<file path="src/rtl/cfr_pkg.sv">
// Package for the CRC-16 command framer: job record passed from front to back,
// framing constants and the byte-wise CRC-16/CCITT-FALSE update.
// No dependencies.
package cfr_pkg;

   localparam logic [15:0] CRC_INIT = 16'hFFFF;
   localparam logic [15:0] CRC_TOP  = 16'h8000;
   localparam logic [15:0] CRC_POLY = 16'h1021;

   localparam logic [7:0] SYNC_A  = 8'hAA;
   localparam logic [7:0] SYNC_B  = 8'h55;
   localparam logic [7:0] SYNC_C  = 8'h00;
   localparam logic [7:0] TAIL_CR = 8'h0D;
   localparam logic [7:0] TAIL_LF = 8'h0A;

   localparam int          LEN_W       = 6;
   localparam logic [LEN_W-1:0] MAX_PAYLOAD = LEN_W'(62);

   localparam int QUEUE_DEPTH = 4;
   localparam int QPTR_W      = $clog2(QUEUE_DEPTH);

   // One classified item: which parts of the packet it produces.
   typedef struct packed {
      logic             first;     // emits header and header CRC
      logic             has_data;  // emits one payload byte
      logic             last;      // emits trailer CRC and CR LF
      logic [7:0]       cmd;
      logic [LEN_W-1:0] len;
      logic [7:0]       data;
   } job_type;

   typedef struct packed {
      logic    valid;
      job_type job;
   } push_type;

   typedef struct packed {
      logic    valid;
      job_type job;
   } head_type;

   function automatic logic [15:0] crc_byte(input logic [15:0] crc_in, input logic [7:0] b);
      logic [15:0] c;
      c = crc_in ^ {b, 8'h00};
      for (int k = 0; k < 8; k++) begin
         if ((c & CRC_TOP) != 16'h0000) begin
            c = {c[14:0], 1'b0} ^ CRC_POLY;
         end else begin
            c = {c[14:0], 1'b0};
         end
      end
      return c;
   endfunction

endpackage

</file>
<file path="src/rtl/cfr_if.sv">
// Valid/ready channels of the framer: request beats in, packet bytes out.
// Depends on cfr_pkg for the length width.
interface cfr_req_if;
   logic                     valid;
   logic                     ready;
   logic [7:0]               command_code;
   logic [cfr_pkg::LEN_W-1:0] payload_length;
   logic [7:0]               data_byte;

   modport source (output valid, output command_code, output payload_length,
                   output data_byte, input ready);
   modport sink   (input valid, input command_code, input payload_length,
                   input data_byte, output ready);
endinterface

interface cfr_rsp_if;
   logic       valid;
   logic       ready;
   logic [7:0] out_byte;
   logic       end_of_packet;

   modport source (output valid, output out_byte, output end_of_packet, input ready);
   modport sink   (input valid, input out_byte, input end_of_packet, output ready);
endinterface

</file>
<file path="src/rtl/cfr_front.sv">
// Front end: accepts request beats, tracks packet framing and classifies each
// beat into a job for the queue. Depends on cfr_pkg and cfr_req_if.
module cfr_front (
   input  logic              clock,
   input  logic              reset,
   cfr_req_if.sink           req_ch,
   input  logic              queue_full,
   output cfr_pkg::push_type push
);

   logic                      open_ff, open_in;
   logic [cfr_pkg::LEN_W-1:0] remain_ff, remain_in;
   logic [cfr_pkg::LEN_W-1:0] len_sat;
   logic                      take;

   assign req_ch.ready = !queue_full;
   assign take         = req_ch.valid && !queue_full;

   always_comb begin
      len_sat = (req_ch.payload_length > cfr_pkg::MAX_PAYLOAD) ?
                cfr_pkg::MAX_PAYLOAD : req_ch.payload_length;
      push.valid    = take;
      push.job.cmd  = req_ch.command_code;
      push.job.data = req_ch.data_byte;
      open_in       = open_ff;
      remain_in     = remain_ff;
      if (!open_ff) begin
         push.job.first    = 1'b1;
         push.job.len      = len_sat;
         push.job.has_data = (len_sat != '0);
         push.job.last     = (len_sat <= cfr_pkg::LEN_W'(1));
         if (take) begin
            open_in   = (len_sat > cfr_pkg::LEN_W'(1));
            remain_in = len_sat - cfr_pkg::LEN_W'(1);
         end
      end else begin
         // remaining count is never zero while a packet is open
         push.job.first    = 1'b0;
         push.job.len      = remain_ff;
         push.job.has_data = 1'b1;
         push.job.last     = (remain_ff == cfr_pkg::LEN_W'(1));
         if (take) begin
            open_in   = (remain_ff != cfr_pkg::LEN_W'(1));
            remain_in = remain_ff - cfr_pkg::LEN_W'(1);
         end
      end
   end

   always_ff @(posedge clock) begin
      if (reset) begin
         open_ff   <= 1'b0;
         remain_ff <= '0;
      end else begin
         open_ff   <= open_in;
         remain_ff <= remain_in;
      end
   end

endmodule

</file>
<file path="src/rtl/cfr_queue.sv">
// Short job queue between front and back so each side can stall on its own.
// Depends on cfr_pkg.
module cfr_queue (
   input  logic              clock,
   input  logic              reset,
   input  cfr_pkg::push_type push,
   input  logic              pop,
   output logic              full,
   output cfr_pkg::head_type head
);

   localparam int CNT_W = cfr_pkg::QPTR_W + 1;

   cfr_pkg::job_type          slot_ff [cfr_pkg::QUEUE_DEPTH];
   logic [cfr_pkg::QPTR_W-1:0] wr_ptr_ff, rd_ptr_ff;
   logic [CNT_W-1:0]           count_ff;
   logic                       do_push, do_pop;

   assign full       = (count_ff == CNT_W'(cfr_pkg::QUEUE_DEPTH));
   assign head.valid = (count_ff != '0);
   assign head.job   = slot_ff[rd_ptr_ff];
   assign do_push    = push.valid && !full;
   assign do_pop     = pop && head.valid;

   always_ff @(posedge clock) begin
      if (do_push) begin
         slot_ff[wr_ptr_ff] <= push.job;
      end
   end

   always_ff @(posedge clock) begin
      if (reset) begin
         wr_ptr_ff <= '0;
         rd_ptr_ff <= '0;
         count_ff  <= '0;
      end else begin
         if (do_push) wr_ptr_ff <= wr_ptr_ff + 1'b1;
         if (do_pop)  rd_ptr_ff <= rd_ptr_ff + 1'b1;
         if (do_push && !do_pop) begin
            count_ff <= count_ff + 1'b1;
         end else if (!do_push && do_pop) begin
            count_ff <= count_ff - 1'b1;
         end
      end
   end

endmodule

</file>
<file path="src/rtl/cfr_back.sv">
// Back end: walks each job through its packet bytes, one byte per beat,
// folds every byte but the final LF into the running CRC and drives the output register.
// Depends on cfr_pkg and cfr_rsp_if.
module cfr_back (
   input  logic              clock,
   input  logic              reset,
   input  cfr_pkg::head_type head,
   output logic              pop,
   cfr_rsp_if.source         rsp_ch
);

   typedef enum logic [3:0] {
      S_SYNC_A, S_SYNC_B, S_SYNC_C, S_CMD, S_LEN_HI, S_LEN_LO,
      S_HCRC_HI, S_HCRC_LO, S_DATA, S_TCRC_HI, S_TCRC_LO, S_CR, S_LF
   } step_type;

   step_type         step_ff, step_in;
   logic             busy_ff;
   cfr_pkg::job_type job_ff;
   logic [15:0]      crc_ff, crc_cur;
   logic [7:0]       snap_ff;
   logic             out_valid_ff;
   logic [7:0]       out_byte_ff;
   logic             eop_ff;
   logic [7:0]       byte_val;
   logic             done;
   logic             advance;
   logic             load;

   assign rsp_ch.valid         = out_valid_ff;
   assign rsp_ch.out_byte      = out_byte_ff;
   assign rsp_ch.end_of_packet = eop_ff;

   assign advance = busy_ff && (!out_valid_ff || rsp_ch.ready);
   assign load    = (!busy_ff || (advance && done)) && head.valid;
   assign pop     = load;

   always_comb begin
      crc_cur  = (step_ff == S_SYNC_A) ? cfr_pkg::CRC_INIT : crc_ff;
      byte_val = 8'h00;
      step_in  = step_ff;
      done     = 1'b0;
      unique case (step_ff)
         S_SYNC_A:  begin byte_val = cfr_pkg::SYNC_A; step_in = S_SYNC_B;  end
         S_SYNC_B:  begin byte_val = cfr_pkg::SYNC_B; step_in = S_SYNC_C;  end
         S_SYNC_C:  begin byte_val = cfr_pkg::SYNC_C; step_in = S_CMD;     end
         S_CMD:     begin byte_val = job_ff.cmd;      step_in = S_LEN_HI;  end
         // length never reaches the high byte
         S_LEN_HI:  begin byte_val = 8'h00;           step_in = S_LEN_LO;  end
         S_LEN_LO:  begin byte_val = 8'(job_ff.len);  step_in = S_HCRC_HI; end
         S_HCRC_HI: begin byte_val = crc_cur[15:8];   step_in = S_HCRC_LO; end
         S_HCRC_LO: begin
            byte_val = snap_ff;
            step_in  = job_ff.has_data ? S_DATA : S_TCRC_HI;
         end
         S_DATA: begin
            byte_val = job_ff.data;
            step_in  = S_TCRC_HI;
            done     = !job_ff.last;
         end
         S_TCRC_HI: begin byte_val = crc_cur[15:8];   step_in = S_TCRC_LO; end
         S_TCRC_LO: begin byte_val = snap_ff;         step_in = S_CR;      end
         S_CR:      begin byte_val = cfr_pkg::TAIL_CR; step_in = S_LF;     end
         S_LF:      begin byte_val = cfr_pkg::TAIL_LF; done = 1'b1;        end
         default:   begin byte_val = 8'h00;           done = 1'b1;         end
      endcase
   end

   always_ff @(posedge clock) begin
      if (reset) begin
         busy_ff      <= 1'b0;
         out_valid_ff <= 1'b0;
         step_ff      <= S_SYNC_A;
         crc_ff       <= cfr_pkg::CRC_INIT;
      end else begin
         if (advance)           out_valid_ff <= 1'b1;
         else if (rsp_ch.ready) out_valid_ff <= 1'b0;
         if (advance) begin
            out_byte_ff  <= byte_val;
            eop_ff       <= (step_ff == S_LF);
            crc_ff       <= (step_ff == S_LF) ? cfr_pkg::CRC_INIT
                                              : cfr_pkg::crc_byte(crc_cur, byte_val);
            // CRC high byte goes out first; low byte comes from the value before it
            if (step_ff == S_HCRC_HI || step_ff == S_TCRC_HI) snap_ff <= crc_cur[7:0];
         end
         if (load) begin
            busy_ff <= 1'b1;
            job_ff  <= head.job;
            step_ff <= head.job.first ? S_SYNC_A : S_DATA;
         end else if (advance) begin
            if (done) busy_ff <= 1'b0;
            else      step_ff <= step_in;
         end
      end
   end

endmodule

</file>
<file path="src/rtl/crc16_command_framer_unit.sv">
// An item's first output byte passes the job queue, the back end's job register and the
// output register. Throughput: one output byte per cycle while rsp_ch is ready; each
// beat gives its data byte, if any; a first adds header and CRC, a last CRC and CR LF.
// A 4-deep job queue lets request beats keep arriving during header and trailer bursts.
// Reset (synchronous, active high) empties the queue and closes any open packet.
module crc16_command_framer_unit (
   input  logic       clock,
   input  logic       reset,
   cfr_req_if.sink    req_ch,
   cfr_rsp_if.source  rsp_ch
);

   cfr_pkg::push_type push;
   cfr_pkg::head_type head;
   logic              queue_full;
   logic              pop;

   cfr_front u_front (
      .clock      (clock),
      .reset      (reset),
      .req_ch     (req_ch),
      .queue_full (queue_full),
      .push       (push)
   );

   cfr_queue u_queue (
      .clock (clock),
      .reset (reset),
      .push  (push),
      .pop   (pop),
      .full  (queue_full),
      .head  (head)
   );

   cfr_back u_back (
      .clock  (clock),
      .reset  (reset),
      .head   (head),
      .pop    (pop),
      .rsp_ch (rsp_ch)
   );

endmodule
</file>
<file path="src/flat_wrapper.sv">
// flat-port wrapper written by rule: the top's interface ports become plain ports
module crc16_command_framer_unit_flat 
  (clock, reset, req_ch_valid, req_ch_command_code, req_ch_payload_length, req_ch_data_byte, req_ch_ready, rsp_ch_valid, rsp_ch_out_byte, rsp_ch_end_of_packet, rsp_ch_ready);
  cfr_req_if req_ch_i ();
  cfr_rsp_if rsp_ch_i ();
  input  logic clock;
  input  logic reset;
  input wire logic [$bits(req_ch_i.valid)-1:0] req_ch_valid;
  input wire logic [$bits(req_ch_i.command_code)-1:0] req_ch_command_code;
  input wire logic [$bits(req_ch_i.payload_length)-1:0] req_ch_payload_length;
  input wire logic [$bits(req_ch_i.data_byte)-1:0] req_ch_data_byte;
  output wire logic [$bits(req_ch_i.ready)-1:0] req_ch_ready;
  output wire logic [$bits(rsp_ch_i.valid)-1:0] rsp_ch_valid;
  output wire logic [$bits(rsp_ch_i.out_byte)-1:0] rsp_ch_out_byte;
  output wire logic [$bits(rsp_ch_i.end_of_packet)-1:0] rsp_ch_end_of_packet;
  input wire logic [$bits(rsp_ch_i.ready)-1:0] rsp_ch_ready;
  assign req_ch_i.valid = req_ch_valid;
  assign req_ch_i.command_code = req_ch_command_code;
  assign req_ch_i.payload_length = req_ch_payload_length;
  assign req_ch_i.data_byte = req_ch_data_byte;
  assign req_ch_ready = req_ch_i.ready;
  assign rsp_ch_valid = rsp_ch_i.valid;
  assign rsp_ch_out_byte = rsp_ch_i.out_byte;
  assign rsp_ch_end_of_packet = rsp_ch_i.end_of_packet;
  assign rsp_ch_i.ready = rsp_ch_ready;
  crc16_command_framer_unit u_core (.clock(clock), .reset(reset), .req_ch(req_ch_i), .rsp_ch(rsp_ch_i));
endmodule
</file>
<file path="config.mk">
export PLATFORM = sky130hd
export DESIGN_NAME = crc16_command_framer_unit_flat
export DESIGN_NICKNAME = d
export VERILOG_FILES = /design/src/rtl/cfr_pkg.sv /design/src/rtl/cfr_if.sv /design/src/rtl/cfr_front.sv /design/src/rtl/cfr_queue.sv /design/src/rtl/cfr_back.sv /design/src/rtl/crc16_command_framer_unit.sv /design/src/flat_wrapper.sv
export SDC_FILE = /design/constraint.sdc
export NUM_CORES = 1
export LEC_CHECK = 0
export BUFFER_PORTS_ARGS = -buffer_cell sky130_fd_sc_hd__buf_2
export CAP_MARGIN = 0
export CORE_MARGIN = 2
export CORE_UTILIZATION = 60
export CTS_BUF_LIST = sky130_fd_sc_hd__clkbuf_8
export DETAILED_ROUTE_END_ITERATION = 10
export HOLD_SLACK_MARGIN = 0.1
export PLACE_DENSITY = 0.87
export SYNTH_ARGS = -nofsm -noshare
export SYNTH_HDL_FRONTEND = slang
export SYNTH_SLANG_ARGS = --single-unit
</file>
<file path="constraint.sdc">
create_clock -name clock -period 4.1 [get_ports clock]
set_clock_uncertainty 0.2 [all_clocks]
set_input_delay 1.23 -clock clock [delete_from_list [all_inputs] [get_ports clock]]
set_output_delay 1.23 -clock clock [all_outputs]
set_load 0.02 [all_outputs]
</file>
Word level (Yosys, flattened, before mapping)
Memories as Yosys holds them, arrays and structs flattened. A register that Yosys moved wholly into a read port is not among the register bits.
Index checks and enable logic that the tools add are counted.
{"block": "totals", "register_bits": 77, "ramBits": 100, "out_inout_bits": 11, "wordCells": 138, "n_memories": 1}
{"block": "op_classes", "add_sub_neg": 6, "n_lt_le_gt_ge": 3, "n_eq_ne": 16, "n_mux": 52, "bitwise_logic": 10, "reduce_logical": 33}
{"memory": "u_core.u_queue.slot_ff", "words": 4, "width": 25, "read_ports": 1, "rd_ports_with_merged_regs": 1, "write_ports": 1, "line_no": "cfr_queue.sv:14", "rtl": "cfr_pkg::job_type slot_ff [cfr_pkg::QUEUE_DEPTH];"}
{"operator": "16-bit two-way mux", "count": 16}
{"operator": "13-bit two-way mux", "count": 8}
{"operator": "8-bit case mux with 9 select lines", "count": 1}
{"operator": "4-bit case mux with 12 select lines", "count": 1}
{"operator": "6-bit two-way mux", "count": 5}
{"operator": "3-bit NOT", "count": 8}
{"operator": "4-bit == test, second input constant", "count": 5}
{"operator": "4-bit by 3-bit == test with 1-bit output, second input constant", "count": 4}
{"operator": "4-bit two-way mux", "count": 4}
{"operator": "16-bit XOR", "count": 1}
{"operator": "13-bit nonzero test", "count": 1}
{"operator": "6-bit by 1-bit subtractor with 6-bit output, second input constant", "count": 2}
{"operator": "1-bit two-way mux", "count": 11}
{"operator": "11-bit OR reduction", "count": 1}
{"operator": "3-bit two-way mux", "count": 3}
{"operator": "4-bit by 2-bit == test with 1-bit output, second input constant", "count": 2}
{"operator": "1-bit logical AND", "count": 8}
{"operator": "2-bit nonzero test", "count": 4}
{"operator": "6-bit by 1-bit == test with 1-bit output, second input constant", "count": 1}
{"operator": "6-bit by 1-bit greater-than comparator with 1-bit output, second input constant", "count": 1}
{"operator": "6-bit greater-than comparator, second input constant", "count": 1}
{"operator": "6-bit by 1-bit less-or-equal comparator with 1-bit output, second input constant", "count": 1}
{"operator": "1-bit zero test", "count": 6}
{"operator": "6-bit by 1-bit != test with 1-bit output, second input constant", "count": 1}
{"operator": "other kinds (16)", "count": 24}

Longest topological paths before layout
Gate-level depths: netlist of run 1.
{"block": "logic_depth", "ltp_word": 35, "ltp_mapped": 14}

Modules after synthesis
Synthesis of run 1 repeated with hierarchy kept, for this count alone.
{"block": "unflattened", "cells_unflattened": 602, "hier_area_um2": 8179.1}
{"module": "cfr_queue", "n_inst": 1, "cells_each": 179, "area_each_um2": 4120.2, "seq_area_each_um2": 3183.1}
{"module": "cfr_back", "n_inst": 1, "cells_each": 324, "area_each_um2": 3342.0, "seq_area_each_um2": 1671.6}
{"module": "cfr_front", "n_inst": 1, "cells_each": 99, "area_each_um2": 716.9, "seq_area_each_um2": 140.1}

Worst setup path before layout of run 1
No wires, ideal clock.
{"block": "synth_path", "path_type": "in2reg", "from": "input rsp_ch_ready", "to": "register u_core.u_back.job_ff[0] (netlist name) (enable)", "arrival_time_ns": 2.830, "t_required_ns": 3.495, "path_slack_ns": 0.666, "stages": 5, "n_path_buf": 0, "cell_sequence": "nor2b_1 -> o21ai_0 -> o31a_1 -> inv_1 -> nor2_1"}
{"block": "synth_via", "elab_chain_len": 6}
{"element": "start: declaration", "line_no": "flat_wrapper.sv:16", "rtl": "input wire logic [$bits(rsp_ch_i.ready)-1:0] rsp_ch_ready;"}
{"element": "1-bit logical OR", "line_no": "cfr_back.sv:34", "rtl": "assign advance = busy_ff && (!out_valid_ff || rsp_ch.ready);"}
{"element": "1-bit logical AND", "line_no": "cfr_back.sv:34"}
{"element": "1-bit logical AND", "line_no": "cfr_back.sv:35", "rtl": "assign load = (!busy_ff || (advance && done)) && head.valid;"}
{"element": "1-bit logical OR", "line_no": "cfr_back.sv:35"}
{"element": "1-bit logical AND", "line_no": "cfr_back.sv:35"}
{"element": "2-bit AND reduction (no line)"}
{"element": "end signal: assignment", "line_no": "cfr_back.sv:88", "rtl": "job_ff <= head.job;"}
{"element": "end: declaration", "line_no": "cfr_back.sv:19", "rtl": "cfr_pkg::job_type job_ff;"}
Every way passes these cells.
A chain may end at the register's enable or synchronous reset.

Final worst setup path of run 1
{"block": "layout_path", "from": "register u_core.u_back.step_ff[3]", "to": "register u_core.u_back.crc_ff[15]"}
{"block": "layout_via", "elab_chain_len": 24}
{"element": "start: declaration", "line_no": "cfr_back.sv:17", "rtl": "step_type step_ff, step_in;"}
{"element": "start signal: assignment", "line_no": "cfr_back.sv:89", "rtl": "step_ff <= head.job.first ? S_SYNC_A : S_DATA;"}
{"element": "start signal: assignment", "line_no": "cfr_back.sv:92", "rtl": "else step_ff <= step_in;"}
{"element": "4-bit zero test", "line_no": "cfr_back.sv:39, cfr_back.sv:43"}
{"element": "16-bit two-way mux", "line_no": "cfr_back.sv:39", "rtl": "crc_cur = (step_ff == S_SYNC_A) ? cfr_pkg::CRC_INIT : crc_ff;"}
{"element": "16-bit XOR", "line_no": "cfr_pkg.sv:44", "rtl": "c = crc_in ^ {b, 8'h00};"}
{"element": "13-bit two-way mux", "line_no": "cfr_pkg.sv:46", "rtl": "if ((c & CRC_TOP) != 16'h0000) begin"}
{"element": "16-bit two-way mux", "line_no": "cfr_back.sv:78", "rtl": "if (advance) begin"}
{"element": "16-bit two-way mux", "line_no": "cfr_back.sv:70", "rtl": "if (reset) begin"}
{"element": "13-bit two-way mux", "line_no": "cfr_pkg.sv:46"}
{"element": "16-bit two-way mux", "line_no": "cfr_back.sv:78"}
{"element": "[... 8 more ...]"}
{"element": "13-bit two-way mux", "line_no": "cfr_pkg.sv:46"}
{"element": "16-bit two-way mux", "line_no": "cfr_back.sv:78"}
{"element": "16-bit two-way mux", "line_no": "cfr_back.sv:70"}
{"element": "16-bit two-way mux", "line_no": "cfr_back.sv:78"}
{"element": "16-bit two-way mux", "line_no": "cfr_back.sv:70"}
{"element": "16-bit two-way mux", "line_no": "cfr_back.sv:78"}
{"element": "16-bit two-way mux", "line_no": "cfr_back.sv:70"}
{"element": "16-bit two-way mux (*)", "line_no": "cfr_back.sv:81", "rtl": "crc_ff <= (step_ff == S_LF) ? cfr_pkg::CRC_INIT"}
{"element": "end signal: assignment", "line_no": "cfr_back.sv:74", "rtl": "crc_ff <= cfr_pkg::CRC_INIT;"}
{"element": "end signal: assignment", "line_no": "cfr_back.sv:81"}
{"element": "end: declaration", "line_no": "cfr_back.sv:20", "rtl": "logic [15:0] crc_ff, crc_cur;"}
Mark *: on every way between the ends. The rest lies on a longest branch, timed or not. The select of a mux whose other input is x is not followed.

==> summary.txt, run 1 <==
post-route setup TNS -> 0 ns
Mapped Cells -> 566
Lkg Pwr -> 2.964 nW
Worst Setup Start Kind -> register
via count -> 4799
final worst path period share -> 82.11%
top_reg_cell synth -> edfxtp_1
kind of critical path -> reg -> reg
RSZ-0062 raised after global routing -> false
Mapped Area -> 7870 µm²
Post-CTS Resized -> 0
number of clock sinks -> 179
R2R Setup Slk -> 0.73 ns
Vert. Die Dim -> 118.5 µm
wire per inst -> 19.48 µm
gr usage total -> 22.94%
largest net degree at the start of global routing -> 33
first-pass GRT wire length -> 24.80 mm
Max Root-Sink Buffers -> 2
clock share of power -> 20.4%
hold wc startpoint -> u_core.u_back.crc_ff[5]
Final setup viols -> 0
FMAX -> 297.0 MHz
Yosys reg bits -> 179
latest clock arrival within the worst-skew pair -> 0.47 ns
placed cells -> 755
Synth async-reset ratio -> 0%
Flop pwr share -> 43.6%
number of synthesized flops with an enable pin -> 141
critical path fanouts, max -> 26
Fin. Hold Viols -> 0
final worst slack -> 0.7335 ns
top post-synthesis cells by area -> edfxtp_1 (54%), dfxtp_1 (9.7%), mux4_2 (7.2%)
Critical Path RT -> 4.26 ns
Die Width -> 118.5 µm
max_slew headroom -> 41.78%
PortBufs -> 36
Comb pwr share -> 36.0%
Final #Nets -> 642
vias in the first global route -> 4938
grt ovf -> 0
# DRC -> 0
share of cells above drive strength 1 -> 21.50%
worst path arrival time -> 3.52 ns
maximum vdd drop -> 0.3541 mV
post-synth top area share -> 53.80%
post-CTS setup buffer count -> 0
P_int -> 3.813 mW
GPL Wtd Cong -> 0.9130
Iteration-0 DRC Markers -> 401
Clock Root Buffer -> clkbuf_8
run status -> finished clean
number of library cell types mapped by synthesis -> 62
initial antenna violation count -> 0
Worst setup EP type -> register
Clock transition at path regs -> 0.09 ns
Syn Area/Cell -> 13.90 µm²
IO Count -> 37
register area share after synthesis -> 63.47%
DIE AREA -> 14050 µm²
CTS Hold Bufs -> 0
Switching Share -> 34.49%
PD cells -> 676.8 nW/µm²
Vias/cell -> 6.106
CTS tree -> yes
fill count -> 878
Syn Nets -> 606
Ys Warns -> 0
core region area -> 12720 µm²
TritonRoute pass-1 iters -> 5
Initial Util -> 61.86%
Final Max Slew Viols -> 0
pre-CTS setup slack -> 0.6006 ns
Routed WL -> 15.31 mm
Area Overhead vs Synth -> 9.269%
Worst Setup SP -> u_core.u_back.step_ff[3]
fin cells -> 786
net load switching power -> 2.007 mW
row count -> 41
post-DP HPWL -> 10.05 mm
reg2reg start -> u_core.u_back.step_ff[3]
H-Tree Depth -> 4
Antenna diodes -> 0
Tmin final -> 3.367 ns
hold crit path type -> reg -> reg
number of max-cap violations -> 0
post-route antenna net violation count -> 0
Worst-Margin Slew -> 0.8734 ns
CTS Buf Count -> 17
dominant cell type by area after synthesis -> edfxtp_1
## cell usage after synthesis, drive strengths merged, types with 3 or more instances
library cell and instances:
nor3 12, inv 18, a22o 3, dfxtp 38, mux2 10, xnor2 17
a21oi 28, edfxtp 141, a211o 3, buf 13, a211oi 6, o22ai 9
a221oi 4, a31oi 4, and3 5, mux2i 5, a22oi 3, nand2b 12
and2 4, o21a 6, a2111oi 4, nor2b 7, or2 9, o21bai 4
xor2 10, clkbuf 19, o21ai 19, mux4 25, ha 13, nand3 10
nand2 24, nand3b 4, nor2 50
## placed cells by master, fill, tap and decap left out, types with 3 or more instances in the layout
master	Yosys	layout
mux2i_1	5	5
a2111oi_0	4	4
ha_1	13	13
buf_4	0	13
xnor2_1	13	13
mux4_2	25	25
o21bai_1	4	4
a22o_1	3	3
inv_1	18	20
xor2_1	9	9
o21a_1	6	6
and3_1	5	5
o21ai_0	19	19
nand3b_1	4	4
nor3_1	12	12
xnor2_2	3	3
o22ai_1	9	9
a221oi_1	3	3
nor2b_1	7	7
nand2b_1	12	12
nor2_1	49	48
a31oi_1	4	4
clkbuf_8	0	17
a22oi_1	3	3
buf_2	7	36
a211o_1	3	3
a21oi_1	28	28
or2_2	9	9
nand2_1	24	24
dfxtp_1	38	38
nand3_1	10	10
a211oi_1	6	6
inv_6	0	5
mux2_2	8	8
edfxtp_1	141	141
and2_1	3	3
## cell families after synthesis
| family | after synthesis | synth area share, % |
|---|---|---|
| flops | 179 | 63.47 |
| simple gates | 144 | 9.014 |
| compound gates | 110 | 9.364 |
| buf+inv | 52 | 2.893 |
| mux | 40 | 9.316 |
| xor+xnor | 27 | 3.625 |
| fa+ha+maj | 14 | 2.321 |
## power by group through the flow
stage	registers (mW)	logic (mW)	clock network (mW)
after floorplan	2.50	1.69	0
after global placement	2.55	1.99	0
after detailed placement	2.57	2.06	0
after CTS	2.53	2.09	1.20
after global routing	2.57	2.28	1.26
final	2.54	2.10	1.19
## state kept, by name, summed over array words and instances (netlist names), named ones only
name and cells:
u_core.u_back.snap_ff 8, u_core.u_front.open_ff 1, u_core.u_queue.wr_ptr_ff 2, u_core.u_back.busy_ff 1, u_core.u_queue.slot_ff 100, u_core.u_back.step_ff 4, u_core.u_queue.rd_ptr_ff 2, u_core.u_back.rsp_ch.out_byte 8
u_core.u_back.job_ff 24, u_core.u_queue.count_ff 3, u_core.u_back.crc_ff 16, u_core.u_back.rsp_ch.valid 1, u_core.u_front.remain_ff 6, u_core.u_back.rsp_ch.end_of_packet 1
## critical path, cell delays in order, from the launching register on
cell and delay [ns]:
dfxtp_1 0.37, inv_1 0.13, ha_1 0.56, and2_1 0.80, nor2_1 0.20, xor2_2 0.34, mux2_4 0.34, a221oi_2 0.21
a31oi_1 0.11
## layout make-up
class	count	area, µm²	share of cell area, %
Sequential cell	179	4995	58.08
Multi-Input combinational cell	335	2650	30.82
Timing Repair Buffer	49	277.8	3.230
Clock buffer	17	234.0	2.721
Tap cell	172	215.2	2.503
Clock inverter	14	152.6	1.775
Inverter	20	75.07	0.8730
## path summary, 6_finish.rpt
| path | endpoint | cells past startpoint |
|---|---|---|
| max | u_core.u_back.crc_ff[15] | 8 |
| min | u_core.u_back.crc_ff[5] | 2 |
| max reg2reg | u_core.u_back.crc_ff[15] | 8 |
| min reg2reg | u_core.u_back.crc_ff[5] | 2 |
## metal layers
layer | global-route usage (%) | vias up | part of all wire (%)
met5 | 0 | - | 0
li1 | - | 2204 | -
met2 | 37.75 | 191 | 51
met4 | 11.90 | 0 | 3.9
met3 | 5.598 | 47 | 5.8
met1 | 28.21 | 2357 | 39
## metrics by stage
| stage | power [mW] | hold WS, ns | util, % | area, µm² |
|---|---|---|---|---|
| 2_1_floorplan | 4.192 | 0.2587 | - | 7870 |
| 3_3_place_gp | 4.537 | 0.2751 | 64.56 | 8213 |
| 3_5_place_dp | 4.633 | 0.2810 | 64.56 | 8213 |
| 4_1_cts | 5.820 | 0.2982 | 67.59 | 8600 |
| 5_1_grt | 6.110 | 0.3320 | 67.59 | 8600 |
| 6_report | 5.820 | 0.3013 | 67.59 | 8600 |
(Power assumes the default switching activity.)
==> run 2: changes to the inputs <==
- CORE_UTILIZATION: 60 -> 57
- clock period: 4.1 -> 2.88 ns (I/O delays scaled with it)
==> run 2 against run 1 <==
Compared with the run above:
- first-iteration DRC count grew 16%
- combinational power is 56% higher
- routed wire length shrank 1.5%
- highest routed layer unchanged
- largest power group unchanged
- cell count grew 3.1%
- critical path depth is 2 higher
- hold slack lost 0.0071 ns
- clock-buffer cell count is the same
==> summary.txt, run 2 (same netlist as run 1, synthesis figures left out) <==
cell repeated most along the worst path -> buf_4
gr usage total -> 22.30%
Clock transition at path regs -> 0.09 ns
most frequent cells in the layout -> edfxtp_1 (141), nor2_1 (48), dfxtp_1 (36), buf_2 (36), buf_4 (32)
Area Overhead vs Synth -> 11.64%
CTS Buf Count -> 17
H-Tree Depth -> 4
hold wc startpoint -> u_core.u_back.crc_ff[5]
latest clock arrival within the worst-skew pair -> 0.47 ns
Fin. Hold Viols -> 0
DIE AREA -> 14760 µm²
IO Count -> 37
post-DP HPWL -> 10.47 mm
Initial Util -> 58.96%
worst path arrival time -> 2.93 ns
Routed WL -> 15.09 mm
final worst slack -> 0.1433 ns
most flop-heavy register -> u_core.u_queue.slot_ff
PortBufs -> 36
final core occ -> 65.82%
grt ovf -> 0
worst path cell trace -> buf_4 -> ha_1 -> mux2_2 -> and2_4 -> a22o_2 -> xor2_2 -> buf_4 -> nor3_1 -> a2111o_1 -> a31oi_1
Max Root-Sink Buffers -> 2
RSZ-0062 raised after global routing -> false
max_slew headroom -> 60.87%
commonest non-fill, non-tap cell in the layout -> edfxtp_1
Antenna diodes -> 0
Critical Path RT -> 3.07 ns
Largest register FFs -> 100
core region area -> 13350 µm²
TritonRoute pass-1 iters -> 5
PD cells -> 956.6 nW/µm²
Worst Setup Start Kind -> register
Vias/cell -> 5.890
hold crit path type -> reg -> reg
wire per inst -> 18.62 µm
biggest regs -> u_core.u_queue.slot_ff (100), u_core.u_back.job_ff (24), u_core.u_back.crc_ff (16)
largest net degree at the start of global routing -> 33
first-pass GRT wire length -> 24.76 mm
Die Width -> 121.5 µm
row count -> 42
slowest stage delay, CP -> 0.37 ns
vias in the first global route -> 4848
Worst-Margin Slew -> 0.5870 ns
via count -> 4771
Pwr Total -> 8.405 mW
post-route antenna net violation count -> 0
Tmin final -> 2.737 ns
Worst setup EP type -> register
Clock Root Buffer -> clkbuf_8
Final #Nets -> 661
maximum vdd drop -> 0.5077 mV
Final setup viols -> 0
Final Max Slew Viols -> 0
number of clock sinks -> 179
Iteration-0 DRC Markers -> 464
final worst path period share -> 95.02%
Worst Setup SP -> u_core.u_back.step_ff[2]
GPL Wtd Cong -> 0.9587
FMAX -> 365.4 MHz
WP buf/inv -> 2
pre-CTS setup slack -> -0.1406 ns
critical path fanouts, max -> 6
CTS Hold Bufs -> 0
initial antenna violation count -> 0
run status -> finished clean
Critical-path top delay cell -> dfxtp_4
post-route setup TNS -> 0 ns
kind of critical path -> reg -> reg
# DRC -> 0
reg2reg start -> u_core.u_back.step_ff[2]
CTS tree -> yes
Vert. Die Dim -> 121.5 µm
CP top delay family -> compound AO/OA/AOI/OAI gates
number of max-cap violations -> 0
share of cells above drive strength 1 -> 26.18%
Lkg Pwr -> 3.029 nW
[run 2: layer usage]
layer	vias up	GRT usage, %	wire length, µm
li1	2244	-	-
met1	2326	27.99	6146
met2	176	38.38	7882
met3	25	4.887	779
met4	0	8.046	278
met5	-	0	0
[run 2: layout make-up]
class / instances / area (µm²)
multi-input combinational: 335 / 2715
clock buffer: 17 / 234.0
tap: 176 / 220.2
fill: 962 / 4562
clock inverter: 15 / 121.4
sequential: 179 / 5000
timing repair buffer: 68 / 420.4
inverter: 20 / 75.07
[run 2: where the power goes]
part,internal (mW),switching (mW)
combinational,1.51,1.76
sequential,3.34,0.233
clock,0.619,0.941
total,5.47,2.94
[run 2: worst paths after layout]
check                                                 to  slack (ns)  cells past startpoint
worst min-delay path             u_core.u_back.crc_ff[5]        0.29                      2
worst max-delay path            u_core.u_back.crc_ff[15]        0.14                     10
worst min register to register   u_core.u_back.crc_ff[5]        0.29                      2
worst max register to register  u_core.u_back.crc_ff[15]        0.14                     10
[run 2: worst reg2reg max path: stages, from the launching register on]
cell      delay (ns)
dfxtp_4         0.37
buf_4           0.13
ha_1            0.21
mux2_2          0.28
and2_4          0.19
a22o_2          0.33
xor2_2          0.24
buf_4           0.17
nor3_1          0.05
a2111o_1        0.37
a31oi_1         0.14
[run 2: per-stage QoR]
step           hold WS (ns)  instances  instance area, µm²
2_1_floorplan        0.2587        566                7901
3_3_place_gp         0.2741        775                8357
3_5_place_dp         0.2761        775                8357
4_1_cts              0.2929        807                8716
5_1_grt              0.3180        810                8786
6_report             0.2941        810                8786
[run 2: what timing repair did]
| item | CTS | global route |
|---|---|---|
| setup endpoints to repair | 2 | 13 |
| hold endpoints to repair | 0 | 0 |
| gates resized for setup | 2 | 13 |
| pin swaps | 1 | 2 |
| buffers inserted | 0 | 3 |
